$ cat config.mk
export PLATFORM = sky130hd
export DESIGN_NAME = keypad_alarm_controller
export DESIGN_NICKNAME = d
export VERILOG_FILES = /design/src/rtl/kac_pkg.sv /design/src/rtl/kac_in_reg.sv /design/src/rtl/kac_core.sv /design/src/rtl/kac_out_reg.sv /design/src/rtl/keypad_alarm_controller.sv
export VERILOG_INCLUDE_DIRS = /design/src /design/src/rtl
export SDC_FILE = /design/constraint.sdc
export NUM_CORES = 1
export LEC_CHECK = 0
export BUFFER_PORTS_ARGS = -buffer_cell sky130_fd_sc_hd__buf_2
export CAP_MARGIN = 20
export CORE_MARGIN = 5
export CORE_UTILIZATION = 35
export CTS_CLUSTER_DIAMETER = 80
export CTS_CLUSTER_SIZE = 14
export DETAILED_ROUTE_END_ITERATION = 7
export GPL_TIMING_DRIVEN = 0
export PLACE_DENSITY_LB_ADDON = 0.25
export RECOVER_POWER = 100
export SYNTH_ARGS = -nofsm -noshare
export SYNTH_HDL_FRONTEND = slang
export SYNTH_SLANG_ARGS = --single-unit
export TNS_END_PERCENT = 5
$ cat constraint.sdc
create_clock -name clk_i -period 7 [get_ports clk_i]
set_clock_uncertainty 0.05 [all_clocks]
set_input_delay 0 -clock clk_i [delete_from_list [all_inputs] [get_ports clk_i]]
set_output_delay 0 -clock clk_i [all_outputs]
set_load 0.02 [all_outputs]
$ cat src/rtl/keypad_alarm_controller_defines.svh
// assertion macros for the keypad alarm controller
// expects clk_i and rst_ni in the scope of every use
`ifndef KEYPAD_ALARM_CONTROLLER_DEFINES_SVH
`define KEYPAD_ALARM_CONTROLLER_DEFINES_SVH

// plain invariant, checked at every edge out of reset
`define KAC_ASSERT(lbl, expr, msg) \
  lbl: assert property (@(posedge clk_i) disable iff (!rst_ni) (expr)) else $error(msg);

// same-cycle implication
`define KAC_ASSERT_IMP(lbl, ante, cons, msg) \
  lbl: assert property (@(posedge clk_i) disable iff (!rst_ni) (ante) |-> (cons)) \
    else $error(msg);

// next-cycle implication
`define KAC_ASSERT_NEXT(lbl, ante, cons, msg) \
  lbl: assert property (@(posedge clk_i) disable iff (!rst_ni) (ante) |=> (cons)) \
    else $error(msg);

`endif

$ cat src/rtl/kac_pkg.sv
// types and constants shared by the keypad alarm controller modules
// no dependencies
package kac_pkg;

  localparam int KeyW   = 4;
  localparam int SecsW  = 8;
  localparam int LimitW = 4;
  localparam int FailW  = 4;
  localparam int CfgW   = 8;
  localparam int CfgIdxW = 1;

  localparam logic [SecsW-1:0]  DelayResetVal = 8'd11;
  localparam logic [LimitW-1:0] LimitResetVal = 4'd3;
  localparam logic [FailW-1:0]  FailMax       = 4'd15;

  typedef enum logic [2:0] {
    EvNone       = 3'd0,
    EvCodeSet    = 3'd1,
    EvDisarmed   = 3'd2,
    EvCountStart = 3'd3,
    EvWrong      = 3'd4,
    EvAlarm      = 3'd5,
    EvArmed      = 3'd6
  } event_e;

  typedef enum logic [CfgIdxW-1:0] {
    RegDelay = 1'b0,
    RegLimit = 1'b1
  } cfg_reg_e;

  // one input beat
  typedef struct packed {
    logic            kind;
    logic            key_valid;
    logic [KeyW-1:0] key_code;
    logic            sensor_high;
  } in_item_t;

  // one result beat
  typedef struct packed {
    logic             armed;
    logic             alarm_on;
    logic             counting;
    logic [SecsW-1:0] seconds_left;
    logic             code_setup;
    logic [FailW-1:0] failed_count;
    event_e           event_res;
  } res_t;

endpackage

$ cat src/rtl/kac_in_reg.sv
// input register stage of the keypad alarm controller
// depends on kac_pkg
module kac_in_reg
  import kac_pkg::*;
(
  input  logic     clk_i,
  input  logic     rst_ni,
  input  logic     valid_i,
  output logic     ready_o,
  input  in_item_t item_i,
  output logic     valid_o,
  input  logic     take_i,
  output in_item_t item_o
);

  logic     valid_q, valid_d;
  in_item_t item_q;
  logic     load;

  assign ready_o = !valid_q || take_i;
  assign load    = valid_i && ready_o;

  always_comb begin
    valid_d = valid_q;
    if (load) begin
      valid_d = 1'b1;
    end else if (take_i) begin
      valid_d = 1'b0;
    end
  end

  always_ff @(posedge clk_i or negedge rst_ni) begin
    if (!rst_ni) begin
      valid_q <= 1'b0;
    end else begin
      valid_q <= valid_d;
    end
  end

  always_ff @(posedge clk_i) begin
    if (load) begin
      item_q <= item_i;
    end
  end

  assign valid_o = valid_q;
  assign item_o  = item_q;

endmodule

$ cat src/rtl/kac_core.sv
// panel state and single-pass update logic of the keypad alarm controller
// depends on kac_pkg and keypad_alarm_controller_defines.svh
`include "keypad_alarm_controller_defines.svh"

module kac_core
  import kac_pkg::*;
#(
  parameter int CODE_LEN = 4
) (
  input  logic               clk_i,
  input  logic               rst_ni,
  input  logic               step_i,
  input  in_item_t           item_i,
  input  logic               cfg_we_i,
  input  logic [CfgIdxW-1:0] cfg_idx_i,
  input  logic [CfgW-1:0]    cfg_data_i,
  output res_t               res_o
);

  localparam int PosW = (CODE_LEN > 1) ? $clog2(CODE_LEN) : 1;
  localparam logic [PosW:0]   PosLimit = (PosW + 1)'(CODE_LEN);
  localparam logic [PosW-1:0] PosLast  = PosW'(CODE_LEN - 1);

  logic [KeyW-1:0] code_q  [CODE_LEN];
  logic [KeyW-1:0] entry_q [CODE_LEN];

  logic [PosW-1:0]   pos_q, pos_d;
  logic              setup_q, setup_d;
  logic              armed_q, armed_d;
  logic              alarm_q, alarm_d;
  logic              trip_q, trip_d;
  logic              count_q, count_d;
  logic [SecsW-1:0]  secs_q, secs_d;
  logic [FailW-1:0]  fail_q, fail_d;
  logic [SecsW-1:0]  delay_q, delay_d;
  logic [LimitW-1:0] limit_q, limit_d;

  logic [PosW-1:0]  pos_eff;
  logic             pos_end;
  logic             match;
  logic             code_we, entry_we;
  logic [SecsW-1:0] secs_dec;
  logic             trip;
  event_e           ev;

  // current entry with the incoming key merged in
  always_comb begin
    pos_eff = ({1'b0, pos_q} >= PosLimit) ? '0 : pos_q;
    pos_end = (pos_eff == PosLast);
    match   = 1'b1;
    for (int i = 0; i < CODE_LEN; i++) begin
      if (PosW'(i) == pos_eff) begin
        if (item_i.key_code != code_q[i]) match = 1'b0;
      end else begin
        if (entry_q[i] != code_q[i]) match = 1'b0;
      end
    end
  end

  always_comb begin
    pos_d    = pos_q;
    setup_d  = setup_q;
    armed_d  = armed_q;
    alarm_d  = alarm_q;
    count_d  = count_q;
    secs_d   = secs_q;
    fail_d   = fail_q;
    trip     = trip_q;
    ev       = EvNone;
    code_we  = 1'b0;
    entry_we = 1'b0;
    secs_dec = secs_q - 8'd1;

    if (step_i) begin
      if (item_i.kind) begin
        // one-second tick
        if (count_q) begin
          secs_d = secs_dec;
          if (secs_dec == '0) begin
            if (trip_q) begin
              alarm_d = 1'b1;
              ev      = EvAlarm;
            end else if (!armed_q) begin
              armed_d = 1'b1;
              ev      = EvArmed;
            end
            count_d = 1'b0;
            secs_d  = delay_q;
          end
        end
      end else begin
        // poll
        if (item_i.sensor_high) trip = 1'b1;
        if (item_i.key_valid) begin
          pos_d = pos_end ? '0 : pos_eff + 1'b1;
          if (setup_q) begin
            code_we = 1'b1;
            if (pos_end) begin
              setup_d = 1'b0;
              ev      = EvCodeSet;
            end
          end else begin
            entry_we = 1'b1;
            if (pos_end) begin
              if (match) begin
                if (alarm_q || trip) begin
                  alarm_d = 1'b0;
                  armed_d = 1'b0;
                  trip    = 1'b0;
                  count_d = 1'b0;
                  secs_d  = delay_q;
                  ev      = EvDisarmed;
                end else begin
                  count_d = 1'b1;
                  ev      = EvCountStart;
                end
                fail_d = '0;
              end else begin
                fail_d = (fail_q == FailMax) ? fail_q : fail_q + 1'b1;
                ev     = EvWrong;
              end
            end
            // too many wrong entries while tripped
            if (limit_q != '0 && fail_d == limit_q && !alarm_d && trip) begin
              fail_d  = '0;
              alarm_d = 1'b1;
              count_d = 1'b0;
              ev      = EvAlarm;
            end
          end
        end
        // pending trip: entry delay when armed, dropped when not armed
        if (trip) begin
          if (armed_d && !alarm_d) begin
            if (!count_d && ev == EvNone) ev = EvCountStart;
            count_d = 1'b1;
          end else if (!armed_d) begin
            trip = 1'b0;
          end
        end
      end
    end else if (cfg_we_i && cfg_reg_e'(cfg_idx_i) == RegDelay && !count_q) begin
      secs_d = cfg_data_i;
    end
    trip_d = trip;
  end

  always_comb begin
    delay_d = delay_q;
    limit_d = limit_q;
    if (cfg_we_i) begin
      unique case (cfg_reg_e'(cfg_idx_i))
        RegDelay: delay_d = cfg_data_i;
        RegLimit: limit_d = cfg_data_i[LimitW-1:0];
        default:  ;
      endcase
    end
  end

  always_ff @(posedge clk_i or negedge rst_ni) begin
    if (!rst_ni) begin
      pos_q   <= '0;
      setup_q <= 1'b1;
      armed_q <= 1'b0;
      alarm_q <= 1'b0;
      trip_q  <= 1'b0;
      count_q <= 1'b0;
      secs_q  <= DelayResetVal;
      fail_q  <= '0;
      delay_q <= DelayResetVal;
      limit_q <= LimitResetVal;
    end else begin
      pos_q   <= pos_d;
      setup_q <= setup_d;
      armed_q <= armed_d;
      alarm_q <= alarm_d;
      trip_q  <= trip_d;
      count_q <= count_d;
      secs_q  <= secs_d;
      fail_q  <= fail_d;
      delay_q <= delay_d;
      limit_q <= limit_d;
    end
  end

  always_ff @(posedge clk_i) begin
    for (int i = 0; i < CODE_LEN; i++) begin
      if (code_we && pos_eff == PosW'(i)) code_q[i] <= item_i.key_code;
      if (entry_we && pos_eff == PosW'(i)) entry_q[i] <= item_i.key_code;
    end
  end

  assign res_o = '{
    armed:        armed_d,
    alarm_on:     alarm_d,
    counting:     count_d,
    seconds_left: secs_d,
    code_setup:   setup_d,
    failed_count: fail_d,
    event_res:    ev
  };

  `KAC_ASSERT(a_alarm_stops_count, !(alarm_q && count_q), "alarm with countdown running")
  `KAC_ASSERT_IMP(a_setup_quiet, setup_q, !armed_q && !alarm_q && fail_q == '0,
                  "panel active during code setup")
  `KAC_ASSERT_NEXT(a_armed_event, step_i && ev == EvArmed, armed_q,
                   "armed event without armed state")
  `KAC_ASSERT_NEXT(a_disarm_event, step_i && ev == EvDisarmed,
                   !armed_q && !alarm_q && !trip_q && !count_q,
                   "disarm left state set")

endmodule

$ cat src/rtl/kac_out_reg.sv
// result register stage of the keypad alarm controller
// depends on kac_pkg
module kac_out_reg
  import kac_pkg::*;
(
  input  logic clk_i,
  input  logic rst_ni,
  input  logic load_i,
  output logic free_o,
  input  res_t res_i,
  output logic valid_o,
  input  logic ready_i,
  output res_t res_o
);

  logic valid_q, valid_d;
  res_t res_q;

  assign free_o = !valid_q || ready_i;

  always_comb begin
    valid_d = valid_q;
    if (load_i) begin
      valid_d = 1'b1;
    end else if (ready_i) begin
      valid_d = 1'b0;
    end
  end

  always_ff @(posedge clk_i or negedge rst_ni) begin
    if (!rst_ni) begin
      valid_q <= 1'b0;
    end else begin
      valid_q <= valid_d;
    end
  end

  always_ff @(posedge clk_i) begin
    if (load_i) begin
      res_q <= res_i;
    end
  end

  assign valid_o = valid_q;
  assign res_o   = res_q;

endmodule

$ cat src/rtl/keypad_alarm_controller.sv
// top level of the keypad alarm controller: stream ports, beat packing
// depends on kac_pkg, kac_in_reg, kac_core and kac_out_reg
//
// security panel controller. every input beat is either a poll (sensor level
// plus an optional key) or a one-second tick, and every input beat gives
// exactly one result beat with the panel state after it and an event code.
// the first CODE_LEN keys after reset store the access code; later groups of
// CODE_LEN keys disarm, start the exit countdown or count a wrong entry. one
// beat can be taken every clock cycle while the result side is not stalled; a
// beat sits in the input register until the output register is free and is
// then applied to the panel state in a single pass, its result landing in the
// output register at the next edge, from where it is offered. only a stalled
// result side holds the input back: s_axis_tready drops when both registers
// hold a beat and m_axis_tready is low. configuration writes (countdown length,
// attempt limit) take effect at the next edge and must be made with the block
// idle; a new countdown length also reloads the second counter when no countdown
// is running.
module keypad_alarm_controller
  import kac_pkg::*;
#(
  parameter int CODE_LEN = 4
) (
  input  logic               clk_i,
  input  logic               rst_ni,
  // input stream
  input  logic               s_axis_tvalid,
  output logic               s_axis_tready,
  input  logic [7:0]         s_axis_tdata,  // key_valid, key_code[3:0], sensor_high, zero pad
  input  logic               s_axis_tuser,  // kind (0 poll, 1 tick)
  // result stream
  output logic               m_axis_tvalid,
  input  logic               m_axis_tready,
  // armed, alarm_on, counting, seconds_left[7:0], code_setup, failed_count[3:0],
  // event_res[2:0], zero pad
  output logic [23:0]        m_axis_tdata,
  // configuration
  input  logic               cfg_we_i,
  input  logic [CfgIdxW-1:0] cfg_idx_i,
  input  logic [CfgW-1:0]    cfg_data_i
);

  in_item_t in_item, cur_item;
  logic     cur_valid;
  logic     out_free;
  logic     step;
  res_t     next_res, out_res;

  // unpack the input beat
  assign in_item = '{
    kind:        s_axis_tuser,
    key_valid:   s_axis_tdata[0],
    key_code:    s_axis_tdata[4:1],
    sensor_high: s_axis_tdata[5]
  };

  // a held beat is applied whenever the result register can take its result
  assign step = cur_valid && out_free;

  kac_in_reg u_in_reg (
    .clk_i   (clk_i),
    .rst_ni  (rst_ni),
    .valid_i (s_axis_tvalid),
    .ready_o (s_axis_tready),
    .item_i  (in_item),
    .valid_o (cur_valid),
    .take_i  (step),
    .item_o  (cur_item)
  );

  kac_core #(
    .CODE_LEN (CODE_LEN)
  ) u_core (
    .clk_i      (clk_i),
    .rst_ni     (rst_ni),
    .step_i     (step),
    .item_i     (cur_item),
    .cfg_we_i   (cfg_we_i),
    .cfg_idx_i  (cfg_idx_i),
    .cfg_data_i (cfg_data_i),
    .res_o      (next_res)
  );

  kac_out_reg u_out_reg (
    .clk_i   (clk_i),
    .rst_ni  (rst_ni),
    .load_i  (step),
    .free_o  (out_free),
    .res_i   (next_res),
    .valid_o (m_axis_tvalid),
    .ready_i (m_axis_tready),
    .res_o   (out_res)
  );

  // pack the result beat, first field in the lowest bit
  assign m_axis_tdata = {
    5'b0,
    out_res.event_res,
    out_res.failed_count,
    out_res.code_setup,
    out_res.seconds_left,
    out_res.counting,
    out_res.alarm_on,
    out_res.armed
  };

endmodule

After elaboration in Yosys (flattened, before gate mapping)
Memory sizes are Yosys's and may differ from the RTL's.
Cells that the tools add are included.
{"block": "classes", "order_cmp": 0, "muxes": 163, "addsub": 3, "div_mod_pow": 0, "reduce_logical": 42, "n_shift": 0, "bitwise": 2, "n_mul": 0, "eq_ne": 16}
{"operator": "$mux 1", "count": 113}
{"operator": "$mux 8", "count": 10}
{"operator": "$mux 4", "count": 18}
{"operator": "$mux 3", "count": 15}
{"operator": "$ne 4x4->1", "count": 8}
{"operator": "$reduce_or 4->1", "count": 6}
{"operator": "$logic_and 1x1->1", "count": 17}
{"operator": "$mux 2", "count": 7}
{"operator": "$logic_not 8->1", "count": 1}
{"operator": "$sub 8x1->8 const B", "count": 1}
{"operator": "$logic_not 1->1", "count": 6}
{"operator": "$reduce_and 2->1", "count": 3}
{"operator": "$add 4x1->4 const B", "count": 1}
{"operator": "$eq 2x2->1 const A", "count": 2}
{"operator": "$eq 2x2->1 const B", "count": 2}
{"operator": "$eq 4x4->1", "count": 1}
{"operator": "$eq 4x4->1 const B", "count": 1}
{"operator": "$reduce_bool 2->1", "count": 2}
{"operator": "$reduce_bool 4->1", "count": 1}
{"operator": "$logic_not 3->1", "count": 1}
{"operator": "$logic_or 1x1->1", "count": 3}
{"operator": "$reduce_and 3->1", "count": 1}
{"operator": "$add 2x1->2 const B", "count": 1}
{"operator": "$eq 1x2->1 const A", "count": 1}
{"operator": "3 further kinds", "count": 4}
{"block": "totals", "regBits": 59, "memories": 2, "out_inout_bits": 26, "rom_bits": 0, "mem_bits_rw": 32, "latch_bits": 0}
{"name": "u_core.code_q", "words": 4, "width": 4, "rd": 4, "rd_clocked_by_memory_dff": 0, "wr": 1, "line": "kac_core.sv:24", "text": "logic [KeyW-1:0] code_q [CODE_LEN];"}
{"name": "u_core.entry_q", "words": 4, "width": 4, "rd": 4, "rd_clocked_by_memory_dff": 0, "wr": 1, "line": "kac_core.sv:25", "text": "logic [KeyW-1:0] entry_q [CODE_LEN];"}

Depth between registers and ports, before layout
An unclocked memory read counts as a cell.
{"block": "depth", "ltp_word": 31, "mapped_depth": 10}

Modules after synthesis
Synthesis repeated with hierarchy kept, for this count alone.
{"block": "unflattened", "hier_cells": 399, "area_unflattened_um2": 4521.8}
{"mod": "kac_core", "n_inst": 1, "cells_per_inst": 359, "area_each_um2": 3592.2, "seq_area_each_um2": 1627.8}
{"mod": "kac_out_reg", "n_inst": 1, "cells_per_inst": 22, "area_each_um2": 618.1, "seq_area_each_um2": 595.6}
{"mod": "kac_in_reg", "n_inst": 1, "cells_per_inst": 11, "area_each_um2": 264.0, "seq_area_each_um2": 235.2}
{"mod": "keypad_alarm_controller", "n_inst": 1, "cells_per_inst": 7, "area_each_um2": 47.5, "seq_area_each_um2": 0.0}

Least setup slack after synthesis
No wires, ideal clock.
{"block": "synth_timing", "path_kind": "reg2reg", "from": "reg u_core.secs_q[0]", "to": "reg u_out_reg.res_q, in the netlist u_out_reg.res_o[8] (data pin)", "synth_period_minus_slack_ps": 2917, "t_arrival_ps": 2595, "setup_slack_ps": 4083, "stages_incl_launch_ff": 10, "required_time_ps": 6677, "cell_sequence": "dfstp_2 > inv_1 > ha_1 > nor3b_1 > and3b_1 > nor4_2 > nand2_1 > mux2_1 > a211oi_1 > a221oi_2"}
{"element": "start: declaration", "line": "kac_core.sv:33", "text": "logic [SecsW-1:0] secs_q, secs_d;"}
{"element": "start signal: assignment", "line": "kac_core.sv:168", "text": "secs_q <= DelayResetVal;"}
{"element": "start signal: assignment", "line": "kac_core.sv:179", "text": "secs_q <= secs_d;"}
{"element": "end signal: assignment", "line": "kac_out_reg.sv:40", "text": "res_q <= res_i;"}
{"element": "end: declaration", "line": "kac_out_reg.sv:17", "text": "res_t res_q;"}

==> implementation parameters <==
Parameter                              Value

Outcome
  Run status ... finished, violations left
  Violated checks ... max-capacitance violations, max-slew violations

STA
  RSZ-0062 raised after global routing ... no
  Final period util ... 63.1%
  Number of slew-limit violations in the final report ... 72
  Worst Setup Slack, final ... 2580 ps
  Worst Hold Slack ... about 71 ps
  Final-report setup violation count ... 0
  Worst slew margin ... -50.5%
  Transition at the pin with the smallest max-transition slack ... around 2200 ps
  Setup TNS ... 0 ps
  Number of failing hold endpoints at the final stage ... 0
  Max Clock Freq ... between 0.2 and 0.25 GHz
  Clock period minus worst slack ... ~4400 ps

Global route
  Total routing usage reported by global routing ... around 14%
  Overflow left after global routing ... 0
  Met2 track demand over resource ... 21.2%
  Met3 Resource Use GR ... 3.43%
  Global-route wire length before repair ... 17,200 um
  Met1 usage ... 18.7%
  Most congested layer reported by global routing ... met2
  Via count of the first global-routing pass ... 3,222
  Initial antenna violation count ... 0
  Maximum number of pins on one net before global-route repair ... 34

Die
  Effective utilization at floorplan ... 36.0%
  Width of the die ... approximately 120 um
  Die footprint ... 0.0155 mm^2
  Row cnt ... just over 40
  Floorplan die height ... roughly 120 um
  IO Count ... 49
  Total core area ... 0.0127 mm^2

Route
  First-pass DRT Iterations ... 5
  Number of DRC violations after detailed routing ... 0
  Remaining antenna violation count after routing ... 0
  Overall routed net length ... ~10,000 um
  Vias ... approximately 3,400
  Vias per inst ... roughly 5.2
  Routed wirelength normalized by instance count ... 16.0 um
  Number of violations reported at the end of detailed-routing iteration 0 ... 197

Layout
  Layout Cells excl Fill ... approximately 650
  Area growth from synthesis to final layout ... 20.5%
  Post-layout net count ... 505
  Post-route core utilization ... 43.4%
  Proportion of layout cells with a drive suffix above 1 ... 14.4%
  Antenna diode count ... 0

Clock network
  Maximum buffer depth of the clock tree ... 2
  Clock latency of the later-clocked register in the worst-skew pair ... 350 ps
  Number of instances resized during post-cts repair ... 0
  H-tree level count ... 3
  Clock tree from TritonCTS ... yes
  Clock tree root driver cell ... sky130_fd_sc_hd__clkbuf_16
  Count of clock tree sinks ... 87
  Post-CTS repair timing setup buffer count ... 0
  Clock transition time at the flip-flop clock pins of the worst setup and hold paths ... 60 ps
  TritonCTS Buffers ... 9

Critical path
  Critical Path Fanout Max ... 8
  Startpoint of the worst-slack reg-to-reg timing path ... u_in_reg.item_o[4]
  CP Launch Type ... flip-flop
  Element type at the critical path end ... flip-flop
  Category of the most critical setup path ... flip-flop to flip-flop
  Most frequent CP cell ... sky130_fd_sc_hd__nor4_1
  Crit path from ... u_in_reg.item_o[4]
  Data arrival time of the worst path ... 4500 ps
  Slowest cell on crit path ... sky130_fd_sc_hd__nor4_1
  Cell chain of the critical path ... clkbuf_1, xor2_1, nor4_1, o211ai_1, nor4_1, mux2i_1, a221oi_1
  Endpoint required time on the critical path ... 7080 ps
  Largest stage delay on the critical path ... 1820 ps

Synth
  Adder-cell share of the synthesized area ... 1.91%
  Number of synthesized flops with an enable pin ... 54
  Number of warnings printed during yosys synthesis ... 0
  Fraction of registers with async set/reset ... 37.9%
  Multiplexer share of the synthesized area ... 6.34%
  Avg Cell Area, Syn ... about 11 um^2
  Cells after synthesis ... 400
  Share of synthesized area occupied by flip-flops and latches ... 53.7%
  Netlist Area Pre-Place ... around 0.0046 mm^2
  Share of the synthesized area in compound gates (AO/OA/AOI/OAI) ... between 10% and 20%
  Portion of synthesized cell area occupied by the leading cell type ... approximately 35%
  Post-synth top flop ... sky130_fd_sc_hd__edfxtp_1
  Post-Synth Simple-Gate Area ... about 14%
  Leading area contributor after synthesis ... sky130_fd_sc_hd__edfxtp_1
  Parity-gate share of the synthesized area counting xor and xnor cells ... 5.74%
  Largest family of logic cells by synthesized area ... simple AND/OR/NAND/NOR gates
  Area contributors post-synth ... sky130_fd_sc_hd__edfxtp_1 35%, sky130_fd_sc_hd__dfrtp_1 13%, sky130_fd_sc_hd__dfstp_2 5.2%
  Count of state elements after synthesis ... 87
  Distinct cell type count after synthesis ... 73

Placed design
  Number of cells after detailed placement ... 617
  Post-place setup slack ... 3570 ps
  Final RePlAce weighted congestion ... 0.832
  Number of input and output port buffers inserted ... 41
  HPWL reported at the end of detailed placement ... 7290 um

Worst hold path
  Hold wc startpoint ... cfg_we_i
  Min-delay worst type ... input pin to flip-flop

Flow run
  Max-capacitance violation count ... 3

Power and ir drop
  Static Leakage ... approximately 2.0 nW
  Worst-case vdd ir drop ... around 0.00017 V
  Pwr Density ... 305 mW/mm^2
through the flow:
step                      power [mW]  instance area [um^2]
final                           1.68                  5520
after global routing            1.78                  5520
after CTS                       1.71                  5570
after detailed placement        1.11                  5010
after global placement          1.10                  5010
after floorplan                0.993                  4590
routing by layer:
layer  part of all wire [%]  vias up
met1                     47     1641
met3                    4.3       14
met5                      0        -
met4                    1.9        0
met2                     47       80
li1                       -     1632
worst max-delay path: cells and delay by family, from the launching register on:
family | cells | cell delay [ps]
compound gates | 2 | 680
xor+xnor | 1 | 200
buf+inv | 1 | 250
flops | 1 | 520
mux | 1 | 210
simple gates | 2 | 2270
repair_timing:
action                                  4_1_cts  5_1_grt
hold buffers                                 19        0
hold endpoints to repair                     46        0
endpoints found under the setup margin        0        0
sequential cells by signal, indices dropped and copies added (netlist names), 2 cells and up:
signal / cells
u_core.limit_q: 4
u_core.fail_q: 4
u_core.code_q: 16
u_in_reg.item_o: 7
u_core.secs_q: 8
u_core.entry_q: 12
u_core.delay_q: 8
u_out_reg.res_o: 19
u_core.pos_eff: 2
final timing paths:
kind / end / slack, ps / cells past startpoint
setup / recovery: u_out_reg.res_o[8] / 2580 / 7
max in group asynchronous: u_out_reg.valid_o / 5190 / 2
min in group asynchronous: u_core.limit_q[3] / 640 / 2
setup reg to reg: u_out_reg.res_o[8] / 2580 / 7
hold / removal: u_core.limit_q[2] / 70 / 3
hold reg to reg: u_out_reg.valid_o / 450 / 1
final cells by class:
type	count	area, um^2
fill	1233	7200
clock inverter	7	144
inverter	20	75.1
tap	172	215
multi-input combinational	275	1930
buffer	22	103
sequential	87	2460
timing repair buffer	60	368
clock buffer	9	225
synth_stat cells (11+ instances only):
| cell | instances |
|---|---|
| sky130_fd_sc_hd__mux2i_1 | 11 |
| sky130_fd_sc_hd__dfrtp_1 | 24 |
| sky130_fd_sc_hd__a21oi_1 | 18 |
| sky130_fd_sc_hd__clkbuf_1 | 15 |
| sky130_fd_sc_hd__xnor2_1 | 16 |
| sky130_fd_sc_hd__mux2_2 | 15 |
| sky130_fd_sc_hd__o21ai_0 | 12 |
| sky130_fd_sc_hd__nand2_1 | 21 |
| sky130_fd_sc_hd__xor2_1 | 14 |
| sky130_fd_sc_hd__inv_1 | 19 |
| sky130_fd_sc_hd__edfxtp_1 | 54 |
| sky130_fd_sc_hd__nor2_1 | 20 |
cell usage in the layout, fill, tap and decap left out, drive strengths merged, types with 4 or more instances in the layout:
master / synthesis / final
a211oi: 9 / 9
a21oi: 18 / 18
a31oi: 4 / 4
and2: 5 / 5
and3: 8 / 8
buf: 7 / 26
bufinv: 0 / 4
clkbuf: 15 / 46
conb: 1 / 5
dfrtp: 24 / 24
dfstp: 9 / 9
dlygate4sd3: 0 / 19
edfxtp: 54 / 54
ha: 7 / 7
inv: 19 / 20
mux2: 16 / 16
mux2i: 11 / 11
nand2: 21 / 21
nand2b: 7 / 7
nand3: 10 / 10
nand3b: 4 / 4
nand4: 5 / 5
nor2: 20 / 20
nor2b: 6 / 6
nor3: 9 / 9
nor4: 5 / 5
o211ai: 7 / 7
o21ai: 15 / 15
o22ai: 4 / 4
xnor2: 16 / 16
xor2: 14 / 14
report_power, final:
group	switching (mW)	leakage, nW	internal (mW)
Sequential	0.0594	0.847	0.637
Combinational	0.243	0.996	0.160
Clock	0.199	0.172	0.386
Total	0.501	2.02	1.18
cells by family after synthesis:
logic type | count (synthesis)
other | 1
AOI/OAI and AO/OA | 91
xor gates and xnor gates | 30
and+or+nand+nor | 115
muxes | 27
adders and majority gates | 7
DFF | 87
buffers and inverters | 42
Power figures use the tool's default switching activity.
